## config.mk

```make
export PLATFORM = sky130hd
export DESIGN_NAME = sesb_cell
export DESIGN_NICKNAME = d
export VERILOG_FILES = /design/src/sv/sesb_pkg.sv /design/src/sv/sesb_cell.sv
export SDC_FILE = /design/constraint.sdc
export NUM_CORES = 1
export LEC_CHECK = 0
export BUFFER_PORTS_ARGS = -buffer_cell sky130_fd_sc_hd__buf_4
export CORE_AREA = 2 2 136 138
export CTS_BUF_LIST = sky130_fd_sc_hd__clkbuf_2 sky130_fd_sc_hd__clkbuf_4 sky130_fd_sc_hd__clkbuf_8
export CTS_CLUSTER_DIAMETER = 120
export DETAILED_ROUTE_END_ITERATION = 12
export DIE_AREA = 0 0 138 140
export SLEW_MARGIN = 20
export SYNTH_ARGS = -nofsm -noshare
export SYNTH_HDL_FRONTEND = slang
export SYNTH_SLANG_ARGS = --single-unit
```

## constraint.sdc

```tcl
create_clock -name clk -period 2.6 [get_ports clk]
set_input_delay 0.13 -clock clk [delete_from_list [all_inputs] [get_ports clk]]
set_output_delay 0.13 -clock clk [all_outputs]
set_load 0.1 [all_outputs]
```

## src/sv/sesb_pkg.sv

```systemverilog
package sesb_pkg;

    localparam int MAX_SHELLS = 64;
    localparam int SHELL_W    = 6;
    localparam int ACC_W      = 56;
    localparam int CONTRIB_W  = 34;
    localparam int ROOT_W     = 24;
    localparam int INV_W      = 24;
    localparam int ADDR_W     = 4;

    localparam logic [ACC_W-1:0] ACC_MAX = {ACC_W{1'b1}};

    // Configuration register indexes (paddr[3:2])
    localparam logic [1:0] REG_COSINE_KIND    = 2'd0;
    localparam logic [1:0] REG_INV_SHELL_STEP = 2'd1;
    localparam logic [1:0] REG_NUM_SHELLS     = 2'd2;

    typedef struct packed {
        logic signed [15:0] coeff_re;
        logic signed [15:0] coeff_im;
        logic [31:0]        wave_number_sq;
        logic               kz_is_zero;
        logic               ky_is_zero;
        logic               last_coeff;
    } coeff_t;

    typedef struct packed {
        logic [SHELL_W-1:0] shell_index;
        logic [ACC_W-1:0]   shell_energy;
        logic               last_shell;
    } result_t;

    // Control broadcast to every accumulator cell
    typedef struct packed {
        logic                 clear;
        logic                 shift;
        logic                 add;
        logic [SHELL_W-1:0]   shell;
        logic [CONTRIB_W-1:0] contrib;
    } cell_ctl_t;

endpackage

```

## src/sv/sesb_cell.sv

```systemverilog
module sesb_cell
    import sesb_pkg::*;
(
    input  logic               clk,
    input  logic               rst_n,
    input  cell_ctl_t          ctl,
    input  logic [SHELL_W-1:0] cell_index,
    input  logic [ACC_W-1:0]   shift_in,
    output logic [ACC_W-1:0]   acc
);

    logic [ACC_W-1:0] acc_reg;
    logic [ACC_W-1:0] acc_next;
    logic [ACC_W:0]   sum;

    // Saturating add of the broadcast contribution
    assign sum = {1'b0, acc_reg} + (ACC_W+1)'(ctl.contrib);

    always_comb
    begin
        acc_next = acc_reg;
        priority if (ctl.clear)
        begin
            acc_next = '0;
        end
        else if (ctl.shift)
        begin
            acc_next = shift_in;
        end
        else if (ctl.add && (ctl.shell == cell_index))
        begin
            acc_next = sum[ACC_W] ? ACC_MAX : sum[ACC_W-1:0];
        end
    end

    always_ff @(posedge clk or negedge rst_n)
    begin
        if (!rst_n)
        begin
            acc_reg <= '0;
        end
        else
        begin
            acc_reg <= acc_next;
        end
    end

    assign acc = acc_reg;

endmodule

```

; Word-level counts from Yosys, hierarchy flattened
; Index checks and enable logic that the tools add are counted.
[totals]
regBits = 56
out_inout_bits = 56
[op_classes]
add_sub_neg = 1
n_eq_ne = 1
n_mux = 4
n_reduce_logical = 2
[op_table]
columns = operator, count
row1 = two-way mux 56 bit, 4
row2 = adder 56 x 34 -> 57 bit, 1
row3 = equality test 6 bit, 1
row4 = nonzero test 3 bit, 1
row5 = logical AND 1 bit, 1

; Depth between registers and ports, before layout
[depth]
ltp_word = 5
mapped_depth = 13

; Worst setup path before layout
; OpenSTA, ideal clock, no wires.
[synth_path]
kind = flip-flop to flip-flop
start = register acc_reg[0] (netlist: acc[0])
end = register acc_reg[53] (netlist: acc[53])
arrival_ns = 3.292
path_slack_ns = -0.822
path_stages_with_launch = 13
path_buffers = 2
synth_period_minus_slack_ns = 3.422
cell_sequence = dfrtp_1 > ha_1 > fa_1 > a211oi_1 > o21ai_1 > o211ai_1 > nand2_1 > a31oi_4 > o21ai_1 > buf_4 > buf_6 > a221oi_2 > nand3_1
[synth_via]
elab_chain_cells = 5
[synth_lines]
columns = element, line
row1 = "start, declared", sesb_cell.sv:12  ; logic [ACC_W-1:0] acc_reg;
row2 = "start signal, assigned", sesb_cell.sv:44  ; acc_reg <= acc_next;
row3 = adder 56 x 34 -> 57 bit, sesb_cell.sv:17  ; assign sum = {1'b0, acc_reg} + (ACC_W+1)'(ctl.contrib);
row4 = two-way mux 56 bit, sesb_cell.sv:32  ; acc_next = sum[ACC_W] ? ACC_MAX : sum[ACC_W-1:0];
row5 = two-way mux 56 bit, sesb_cell.sv:30  ; else if (ctl.add && (ctl.shell == cell_index))
row6 = two-way mux 56 bit, sesb_cell.sv:26  ; else if (ctl.shift)
row7 = two-way mux 56 bit, sesb_cell.sv:22  ; priority if (ctl.clear)
; Every way passes these cells. The select of a mux whose other input is x is not followed.
; A chain may end at the register's enable or synchronous reset.

; Worst setup path in the final report
[layout_path]
start = register acc_reg[16] (netlist: acc[16])
end = register acc_reg[51] (netlist: acc[51])
; Same word-level chain as after synthesis.

==> flow_summary_export.csv <==
group,metric,value,unit
setup_path,r2r_cells,9,
route,drt_iter0_drc,444,
setup_path,worstSetupPathType,"flip-flop to flip-flop",
power_and_ir_drop,power_density,449,mW/mm^2
layout,drive_above_1_share,46.6,%
power_and_ir_drop,leakagePower,4.07,nW
floorplan,die_area,0.0193,sq mm
route,wl_per_cell,17.0,um
timing,fmax,0.355,GHz
route,via_count,6647,
setup_path,end_kind,"flip-flop",
global_routing,grt_overflow_total,0,
timing,rsz0062_at_grt,"yes",
placed_design,dp_slack,-0.503,ns
layout,largest_reg_flops,56,
global_routing,grt_pass1_wl,33500,um
timing,hold_viol,0,
route,routed_wl,21200,um
cts,path_clk_slew,0.12,ns
cts,clock-sinks,56,
placed_design,globalplace.congestion,0.916,
worst_hold_path,holdCritPathClass,"input pin to flip-flop",
global_routing,first_global_vias,6583,
timing,tightest_slew,1.08,ns
setup_path,required,2.83,ns
layout,stdcell_count,1250,
synth,syn_area_per_cell,7.59,sq um
timing,max_slew_margin,27.5,%
synth,synth-edff-count,0,
synth,synth_seq_cells,56,
timing,period_needed,2.81,ns
synth,ys_seq_area_share,25.7,%
power_and_ir_drop,p_int,2.15,mW
global_routing,grt_max_degree,57,
cts,cts_buffer_depth,2,
placed_design,dp.cells,1225,
layout,post-route-util,50.1,%
floorplan,ios,163,
setup_path,start_kind,"flip-flop",
cts,htreeDepth,2,
power_and_ir_drop,total_power,4.00,mW
timing,skew,0.0256,ns
synth,ys_warn_count,0,
power_and_ir_drop,peakVddDrop,0.000233,V
cts,cts_made_buffers,5,
timing,setup_viol,54,
timing,hold_ws,0.0157,ns
cts,tritoncts,"yes",
synth,yosysUniqueCellTypes,66,
layout,final_area,0.00892,sq mm
timing,setup_ws,-0.213,ns
floorplan,fp-row-count,49,
layout,diodes,0,
floorplan,die_w,138,um
synth,syn_inst,719,
setup_path,critPathTopFamily,"compound AO/OA/AOI/OAI gates",
setup_path,cp_num_cells,9,
layout,synthToLayoutAreaGrowth,63.3,%
route,viasPerCell,5.32,
setup_path,crit_chain,"ha_1 -> buf_4 -> nand4_1 -> nor3_2 -> o21ai_4 -> a2111o_1 -> a211oi_4 -> mux2i_1 -> a221o_1",
synth,synth_top_area_share,25.7,%
synth,synthesis.nets,861,
timing,finalCritPeriodShare,108,%
layout,fin_nets,1162,
synth,synth_commonest_cells,"87 x nand2_1, 75 x a21oi_1, 56 x dfrtp_1",
setup_path,cp_max_fo,4,
synth,synth_area_leaders,"dfrtp_1 26%, ha_1 7.8%, a21oi_1 6.9%, nand2_1 6.0%, o21ai_0 4.2%",
status,run_status,"finished, violations left",
global_routing,antenna_found_initial,0,
job,cap_violations,0,
cts,cts_root_buf,"clkbuf_8",
placed_design,place_area,0.00807,sq mm
power_and_ir_drop,p_switching,1.86,mW
floorplan,start_util,30.7,%
power_and_ir_drop,p_sw_share,46.4,%
power_and_ir_drop,clkPwrFrac,14.5,%
route,drc_errors,0,
worst_hold_path,min_path_cells,3,
synth,yosys.area.top_type,"dfrtp_1",
synth,synth.most_common_cell,"nand2_1",
timing,finalSetupTns,-4.35,ns
global_routing,grt_usage,21.2,%
placed_design,dp_hpwl,16300,um
route,dr.pass1.iters,5,
setup_path,critPathBufInv,1,
setup_path,cpPeakStageDelay,0.48,ns
placed_design,port_buffers,162,
route,drtAntennaViolNets,0,
floorplan,die_y,140,um
status,violations,"negative setup slack",
power_and_ir_drop,p_comb_share,59.5,%
setup_path,slowest_stage,"a2111o_1",
synth,netlist_area,0.00546,sq mm
synth,synthArstFlopShare,100,%
synth,synth_flop_cell,"dfrtp_1",
setup_path,worst_ep_arrival_time,3.04,ns
power_and_ir_drop,seq_power_share,26.0,%
timing,maxSlewViolCount,0,
cts,clock_latency,0.36,ns
floorplan,core_area,0.0178,sq mm
-- path summary, 6_finish.rpt --
path / from / to / slack (ns)
min in group asynchronous: rst_n / acc[16] / 0.39
max reg2reg: acc[16] / acc[51] / -0.21
max: acc[16] / acc[51] / -0.21
min: shift_in[6] / acc[6] / 0.02
min reg2reg: acc[32] / acc[32] / 0.55
max in group asynchronous: rst_n / acc[0] / 1.60
-- worst register-to-register path: cells and delay by family, from the launching register on --
family	cells	cell delay, ns
buffers and inverters	1	0.15
adder cells (fa/ha/maj)	1	0.37
flip-flops	1	0.42
multiplexers	1	0.11
AND/OR/NAND/NOR	2	0.44
AO/OA/AOI/OAI	4	1.19
-- routing by layer --
layer / track usage [%] / wire length (um)
met5: 0 / 0
met4: 6.55 / 383
met3: 2.97 / 1150
met2: 35.1 / 10000
met1: 28.7 / 9640
-- logic make-up (layout without fill, tap and decap cells) --
logic type | count (synthesis) | in the layout | share of synthesized area (%)
xor+xnor | 30 | 30 | 4.81
flops | 56 | 56 | 25.7
mux | 8 | 8 | 1.47
fa+ha+maj | 35 | 35 | 8.16
compound gates | 266 | 267 | 32.4
simple gates | 241 | 241 | 21.0
buf+inv | 83 | 384 | 6.51
-- cells in the final DEF, fill, tap and decap left out, drive strengths merged, types with 3 or more instances in the layout --
cell type  synthesis  routed
buf               24     339
nand2             87      87
a21oi             75      75
o21ai             61      62
dfrtp             56      56
nor2              45      45
inv               36      36
ha                34      34
nand3             25      25
nand4             21      21
xnor2             18      18
nor3              18      18
a21o              17      17
o21a              16      16
o221ai            14      14
xor2              12      12
a211oi            11      11
and3               9       9
o2bb2ai            9       9
mux2i              8       8
a31oi              8       8
clkbuf            23       8
nand2b             7       7
o211ai             6       6
nor2b              6       6
a21boi             5       5
nand3b             5       5
a22oi              5       5
or3                4       4
a221o              4       4
nor3b              4       4
o21bai             4       4
a221oi             4       4
or2                3       3
a31o               3       3
o41ai              3       3
a41oi              3       3
and2               3       3
-- cell type report --
| class | count | area, sq um |
|---|---|---|
| Fill cell | 1758 | 8860 |
| Multi-Input combinational cell | 581 | 4340 |
| Sequential cell | 56 | 1450 |
| Inverter | 36 | 135 |
| Timing Repair Buffer | 340 | 2610 |
| Clock buffer | 8 | 97.6 |
| Tap cell | 229 | 287 |
-- power by group through the flow --
stage	logic [mW]	clock network, mW	registers (mW)
global route	2.54	0.624	1.05
finish	2.38	0.581	1.04
floorplan	0.757	0	1.62
global placement	2.17	0	1.04
detailed placement	2.18	0	1.04
CTS	2.26	0.598	1.03
-- what timing repair did --
| item | 4_1_cts | 5_1_grt |
|---|---|---|
| buffers inserted | 10 | 6 |
| hold buffers | 1 | 0 |
| gates cloned | 2 | 0 |
| setup endpoints to repair | 56 | 56 |
| resized for setup | 46 | 62 |
| endpoints found under the hold margin | 56 | 0 |
| pin swaps | 22 | 46 |
Note: power is estimated with default switching activity, not from simulation.
