## config.mk

```make
export PLATFORM = sky130hd
export DESIGN_NAME = sesb_root
export DESIGN_NICKNAME = d
export VERILOG_FILES = /design/src/sv/sesb_pkg.sv /design/src/sv/sesb_root.sv
export SDC_FILE = /design/constraint.sdc
export NUM_CORES = 1
export LEC_CHECK = 0
export BUFFER_PORTS_ARGS = -buffer_cell sky130_fd_sc_hd__buf_2
export CORE_ASPECT_RATIO = 2
export CORE_MARGIN = 4
export CORE_UTILIZATION = 40
export CTS_BUF_LIST = sky130_fd_sc_hd__clkbuf_16
export DETAILED_ROUTE_END_ITERATION = 10
export GPL_ROUTABILITY_DRIVEN = 1
export SETUP_SLACK_MARGIN = 0.02
export SLEW_MARGIN = 20
export SYNTH_ARGS = -nofsm -noshare
export SYNTH_HDL_FRONTEND = slang
export SYNTH_SLANG_ARGS = --single-unit
```

## constraint.sdc

```tcl
create_clock -name clk -period 7.7 [get_ports clk]
set_input_delay 1.54 -clock clk [delete_from_list [all_inputs] [get_ports clk]]
set_output_delay 1.54 -clock clk [all_outputs]
set_load 0.01 [all_outputs]
```

## src/sv/sesb_pkg.sv

```systemverilog
package sesb_pkg;

    localparam int MAX_SHELLS = 64;
    localparam int SHELL_W    = 6;
    localparam int ACC_W      = 56;
    localparam int CONTRIB_W  = 34;
    localparam int ROOT_W     = 24;
    localparam int INV_W      = 24;
    localparam int ADDR_W     = 4;

    localparam logic [ACC_W-1:0] ACC_MAX = {ACC_W{1'b1}};

    // Configuration register indexes (paddr[3:2])
    localparam logic [1:0] REG_COSINE_KIND    = 2'd0;
    localparam logic [1:0] REG_INV_SHELL_STEP = 2'd1;
    localparam logic [1:0] REG_NUM_SHELLS     = 2'd2;

    typedef struct packed {
        logic signed [15:0] coeff_re;
        logic signed [15:0] coeff_im;
        logic [31:0]        wave_number_sq;
        logic               kz_is_zero;
        logic               ky_is_zero;
        logic               last_coeff;
    } coeff_t;

    typedef struct packed {
        logic [SHELL_W-1:0] shell_index;
        logic [ACC_W-1:0]   shell_energy;
        logic               last_shell;
    } result_t;

    // Control broadcast to every accumulator cell
    typedef struct packed {
        logic                 clear;
        logic                 shift;
        logic                 add;
        logic [SHELL_W-1:0]   shell;
        logic [CONTRIB_W-1:0] contrib;
    } cell_ctl_t;

endpackage

```

## src/sv/sesb_root.sv

```systemverilog
module sesb_root
    import sesb_pkg::*;
(
    input  logic              clk,
    input  logic              rst_n,
    input  logic              start,
    input  logic [31:0]       k2,
    output logic              done,
    output logic [ROOT_W-1:0] root
);

    localparam int RAD_W = 2 * ROOT_W;
    localparam int REM_W = ROOT_W + 2;
    localparam int SH_W  = REM_W + 2;

    logic              active_reg, active_next;
    logic              done_reg, done_next;
    logic [4:0]        cnt_reg, cnt_next;
    logic [RAD_W-1:0]  rad_reg, rad_next;
    logic [REM_W-1:0]  rem_reg, rem_next;
    logic [ROOT_W-1:0] root_reg, root_next;
    logic [SH_W-1:0]   rem_sh, trial, diff;
    logic              fits;

    // One root bit per cycle, restoring method
    assign rem_sh = {rem_reg, rad_reg[RAD_W-1 -: 2]};
    assign trial  = {2'b00, root_reg, 2'b01};
    assign diff   = rem_sh - trial;
    assign fits   = (rem_sh >= trial);

    always_comb
    begin
        active_next = active_reg;
        cnt_next    = cnt_reg;
        rad_next    = rad_reg;
        rem_next    = rem_reg;
        root_next   = root_reg;
        done_next   = 1'b0;
        if (start)
        begin
            active_next = 1'b1;
            cnt_next    = 5'(ROOT_W - 1);
            rad_next    = {k2, 16'h0000};
            rem_next    = '0;
            root_next   = '0;
        end
        else if (active_reg)
        begin
            rad_next  = {rad_reg[RAD_W-3:0], 2'b00};
            rem_next  = fits ? diff[REM_W-1:0] : rem_sh[REM_W-1:0];
            root_next = {root_reg[ROOT_W-2:0], fits};
            cnt_next  = cnt_reg - 5'd1;
            if (cnt_reg == 5'd0)
            begin
                active_next = 1'b0;
                done_next   = 1'b1;
            end
        end
    end

    always_ff @(posedge clk or negedge rst_n)
    begin
        if (!rst_n)
        begin
            active_reg <= 1'b0;
            done_reg   <= 1'b0;
        end
        else
        begin
            active_reg <= active_next;
            done_reg   <= done_next;
        end
    end

    always_ff @(posedge clk)
    begin
        cnt_reg  <= cnt_next;
        rad_reg  <= rad_next;
        rem_reg  <= rem_next;
        root_reg <= root_next;
    end

    assign done = done_reg;
    assign root = root_reg;

endmodule

```

## Yosys cells after proc, flatten, opt, wreduce, memory -nomap -nowiden

Cells that the tools add are included.

- Flip-flop bits (word level): 89
- Latch bits: 0
- Bits in writable memories: 0
- ROM bits: 0
- Input bits: 35
- Output and inout port bits: 25
- Word-level logic and storage cells: 20
- Memories kept: 0

- $add $sub $neg: 2
- Multipliers: 0
- Div/mod/pow operators: 0
- Magnitude comparators: 1
- Equal/unequal tests: 0
- Shifts and indexed selects: 0
- Muxes and demuxes: 9
- Bitwise gates (word level): 0
- Reduce and logical (&&, ||, !) cells: 2

Operator list:

| operator | number |
|---|---|
| 48-bit two-way mux | 2 |
| 28-bit by 26-bit >= comparator with 1-bit output | 1 |
| 26-bit two-way mux | 1 |
| 26-bit subtractor | 1 |
| 1-bit two-way mux | 6 |
| 5-bit zero test | 1 |
| 5-bit by 1-bit subtractor with 5-bit output, second input constant | 1 |
| 2-bit nonzero test | 1 |

## Logic depth before layout (Yosys ltp)

- Depth after elaboration: 4
- Gate-level depth with buffers: 12
- Mapped depth without buffers: 10

## Least setup slack after synthesis

OpenSTA, ideal clock, no wires.

- Kind: input -> register
- Start: input start
- End: register rad_reg[16] (enable)
- Setup time: 0.375 ns
- Data arrival time: 2.601 ns
- Required time: 7.325 ns
- Setup slack: 4.725 ns
- Stages: 3
- Buffers on the path: 2
- Path through: clkbuf_1 > clkbuf_1 > or2_2

- Cells in the longest elaborated chain, start to end: 1

RTL lines:

| element | line | RTL |
|---|---|---|
| start: declaration | sesb_root.sv:6 | `input logic start,` |
| 2-bit nonzero test (no line) | n/a |  |
| end signal: assignment | sesb_root.sv:78 | `rad_reg <= rad_next;` |
| end: declaration | sesb_root.sv:19 | `logic [RAD_W-1:0] rad_reg, rad_next;` |

Every way passes these cells.
A chain may end at the register's enable or synchronous reset.

## Worst setup path in the final report

- Start: register rad_reg[46]
- End: register rem_reg[22]

- Cells in the longest elaborated chain, start to end: 2
- Elaborated cells between the ends (all ways): 3
- Those cells by class: add/sub: 1; order compare: 1; mux: 1

RTL lines:

| element | line | RTL |
|---|---|---|
| 26-bit subtractor or 28-bit by 26-bit >= comparator with 1-bit output (tied branches) | sesb_root.sv:28, sesb_root.sv:29 |  |
| 26-bit two-way mux * | sesb_root.sv:50 | `rem_next = fits ? diff[REM_W-1:0] : rem_sh[REM_W-1:0];` |
| end signal: assignment | sesb_root.sv:79 | `rem_reg <= rem_next;` |
| end: declaration | sesb_root.sv:20 | `logic [REM_W-1:0] rem_reg, rem_next;` |

Every way passes the cells marked *; elsewhere a longest branch is shown, timed or not.

==> impl_metrics.py <==
metrics = {
    "run_status": {
        "status": "finished, final reports clean",
    },
    "sta": {
        "setup_ws_ns": 4.39,
        "max_freq_ghz": 0.302,
        "max-slew-margin-rel_pct": 32.5,
        "setup_tns_ns": 0,
        "rsz0062_at_grt": "no",
        "min_period_ns": 3.31,
        "tightest_slew_ns": 1.01,
        "fin_skew_ns": 0.00674,
        "finalCritPeriodShare_pct": 43.1,
        "finalSetupViolCount": 0,
        "final_max_slew_viol_count": 0,
        "hold_viol": 0,
    },
    "synthesis": {
        "synth-seq-area-share_pct": 41.9,
        "postSynthAreaPerCell_um2": 9.69,
        "syn_area_mm2": 0.00504,
        "synth-xor-area-share_pct": 4.35,
        "synth_cell_type_count": 53,
        "synthArstFlopShare_pct": 2.25,
        "synth-edff-count": 32,
        "synth_simple_gate_area_share_pct": 12.8,
        "synthAdderAreaFrac_pct": 6.71,
        "synth_top_family_by_area": "compound AO/OA/AOI/OAI gates",
        "synth_mux_area_share_pct": 13.5,
        "synth_seq_cells": 89,
        "synth_compound_area_share_pct": 15.8,
        "synth_top_area_share_pct": 21.9,
        "ys.warnings.count": 0,
        "synth_fp_nets": 582,
        "synth_area_leaders": "dfxtp_1 22%, edfxtp_1 19%, ha_1 6.7%, mux2_2 6.7%, mux2i_1 6.6%",
        "syn_inst": 520,
        "synth_largest_area_cell": "dfxtp_1",
        "synth_top_flop_cell": "dfxtp_1",
    },
    "cts": {
        "clk_pin_slew_ns": 0.07,
        "clk_path_buf_depth": 2,
        "clock_sinks": 89,
        "postCtsSetupBuffers": 0,
        "htree_levels": 3,
        "cts_hold_buf": 0,
        "cts_resized": 0,
        "numCtsBuffers": 9,
        "worstSkewPairLatency_ns": 0.34,
        "cts_tree": "yes",
        "root_buffer": "clkbuf_16",
    },
    "setup_path": {
        "crit_type": "flop to flop",
        "critical_path_arrival_ns": 3.58,
        "rr_endpoint": "rem_reg[22]",
        "crit_required_ns": 7.96,
        "r2r_start": "rad_reg[46]",
        "end_kind": "flop",
        "r2r_slack_ns": 4.39,
        "cp_max_fo": 25,
        "start_kind": "flop",
        "reg2reg_depth": 10,
    },
    "grt": {
        "antenna_found_initial": 0,
        "gr-usage-all-layers_pct": 16.8,
        "grt_overflow": 0,
        "grt_max_degree": 89,
        "grt_pass1_vias": 4093,
        "grt_pass1_wl_mm": 19.6,
    },
    "floorplan": {
        "fp.dieH_um": 167,
        "row_count": 57,
        "coreArea_mm2": 0.0123,
        "ios": 60,
        "die-area_mm2": 0.0146,
        "die_w_um": 87.4,
        "initial_core_util_pct": 41.1,
    },
    "final_layout": {
        "layout-drive-gt1-share_pct": 20.4,
        "largest_register_ffs": 32,
        "utilization_pct": 46.8,
        "n_antenna_cell": 0,
        "fillers": 1225,
        "fin_nets": 627,
        "areaGrowthSynthToFinish_pct": 13.9,
    },
    "routing": {
        "dr.pass1.iters": 6,
        "via_count": 3937,
        "ant_nets": 0,
        "viasPerCell": 5.49,
        "wl_per_cell_um": 16.1,
        "drc": 0,
        "drt_iter0_markers": 185,
        "wirelength_mm": 11.6,
    },
    "worst_hold_path": {
        "hp-class": "flop to flop",
        "min_to": "rem_reg[16]",
        "min-delay-start": "rem_reg[16]",
        "whs_path_depth": 2,
    },
    "power": {
        "p_leak_nw": 2.59,
        "total_power_mw": 2.26,
        "max-vdd-ir-drop_mv": 0.176,
        "powerDensity_mw_per_mm2": 394,
    },
    "placement": {
        "dp_slack_ns": 4.05,
        "dp_hpwl_mm": 8.48,
        "routabilityCongestion": 0.884,
        "io_buffer_count": 59,
    },
    "run": {
        "maxCapViolations": 0,
    },
}
-- per-layer routing --
layer,vias to the layer above,global-route usage [%],share of wire (%)
met5,-,0,0
met4,0,6.41,2.3
met3,27,3.71,4.3
met2,94,31.7,57
met1,1856,17.1,37
li1,1960,-,-
-- power by group --
part	total [mW]	internal, mW	leakage [nW]	switching, mW
combinational	1.16	0.503	1.62	0.654
clock	0.478	0.288	0.158	0.190
sequential	0.626	0.568	0.816	0.0576
total	2.26	1.36	2.59	0.901
-- cell families (layout without fill, tap and decap cells) --
| group | Yosys count | count (layout) |
|---|---|---|
| AO/OA/AOI/OAI | 114 | 114 |
| buffers and inverters | 60 | 110 |
| AND/OR/NAND/NOR | 141 | 141 |
| multiplexers | 64 | 64 |
| XOR/XNOR | 25 | 25 |
| flip-flops | 89 | 89 |
| adder cells (fa/ha/maj) | 27 | 27 |
-- worst max path at each step --
| stage | cells past startpoint | from | to | slack, ns |
|---|---|---|---|---|
| final | 10 | rad_reg[46] | rem_reg[22] | 4.39 |
| after global routing | 10 | rad_reg[46] | rem_reg[22] | 4.14 |
| after CTS | 10 | rad_reg[46] | rem_reg[22] | 4.40 |
| after detailed placement | 5 | start | rem_reg[19] | 4.05 |
| after global placement | 5 | start | rem_reg[19] | 4.13 |
| after floorplan | 3 | start | rad_reg[16] | 4.72 |
-- cell usage after synthesis, drive strengths merged, types with 6 or more instances --
library cell  count
a211oi           16
a21o             14
a21oi            28
a311oi            8
a31oi             8
clkbuf           22
dfxtp            55
edfxtp           32
ha               27
inv              33
mux2             31
mux2i            33
nand2            40
nand4             8
nor2             54
nor3              8
nor3b             6
o21ai            18
xnor2            17
xor2              8
-- through the flow --
stage / hold WS [ns] / instance area [um^2] / std cells
detailed placement: 0.496 / 5410 / 701
global placement: 0.486 / 5410 / 701
floorplan: 0.466 / 5040 / 520
finish: 0.507 / 5740 / 717
CTS: 0.509 / 5740 / 717
global route: 0.537 / 5740 / 717
-- cell usage in the layout, fill, tap and decap left out, types with 4 or more instances in the layout --
cell type,instances
nand2_1,40
mux2_2,30
nor2_1,54
a31oi_1,7
nor3_1,8
nor3b_1,6
a311oi_1,7
dfxtp_1,55
o21ai_0,18
xor2_1,8
a21oi_1,27
edfxtp_1,32
nand2b_1,5
ha_1,27
nand4_1,8
a211oi_1,16
mux2i_1,33
buf_2,59
xnor2_1,17
inv_1,33
clkbuf_16,9
nor2b_1,4
a21o_1,14
-- area by class of cell --
class / instances / area, um^2 / share of cell area (%)
multi-input cells: 371 / 2680 / 46.7
flip-flops and latches: 89 / 2110 / 36.8
repair buffers: 61 / 310 / 5.41
clock buffers: 9 / 225 / 3.92
well taps: 147 / 184 / 3.21
inverters: 33 / 124 / 2.16
clock inverters: 7 / 103 / 1.79
-- worst max-delay path: stages, from the launching register on --
cell and delay (ns):
edfxtp_1 0.42, inv_1 0.08, ha_1 0.22, nand2b_1 0.17, a211o_1 0.34, a21oi_2 0.23
o41ai_2 0.16, o21ba_4 0.27, a31oi_4 0.78, nand4_1 0.27, a311oi_2 0.30
Note: power is estimated with default switching activity, not from simulation.
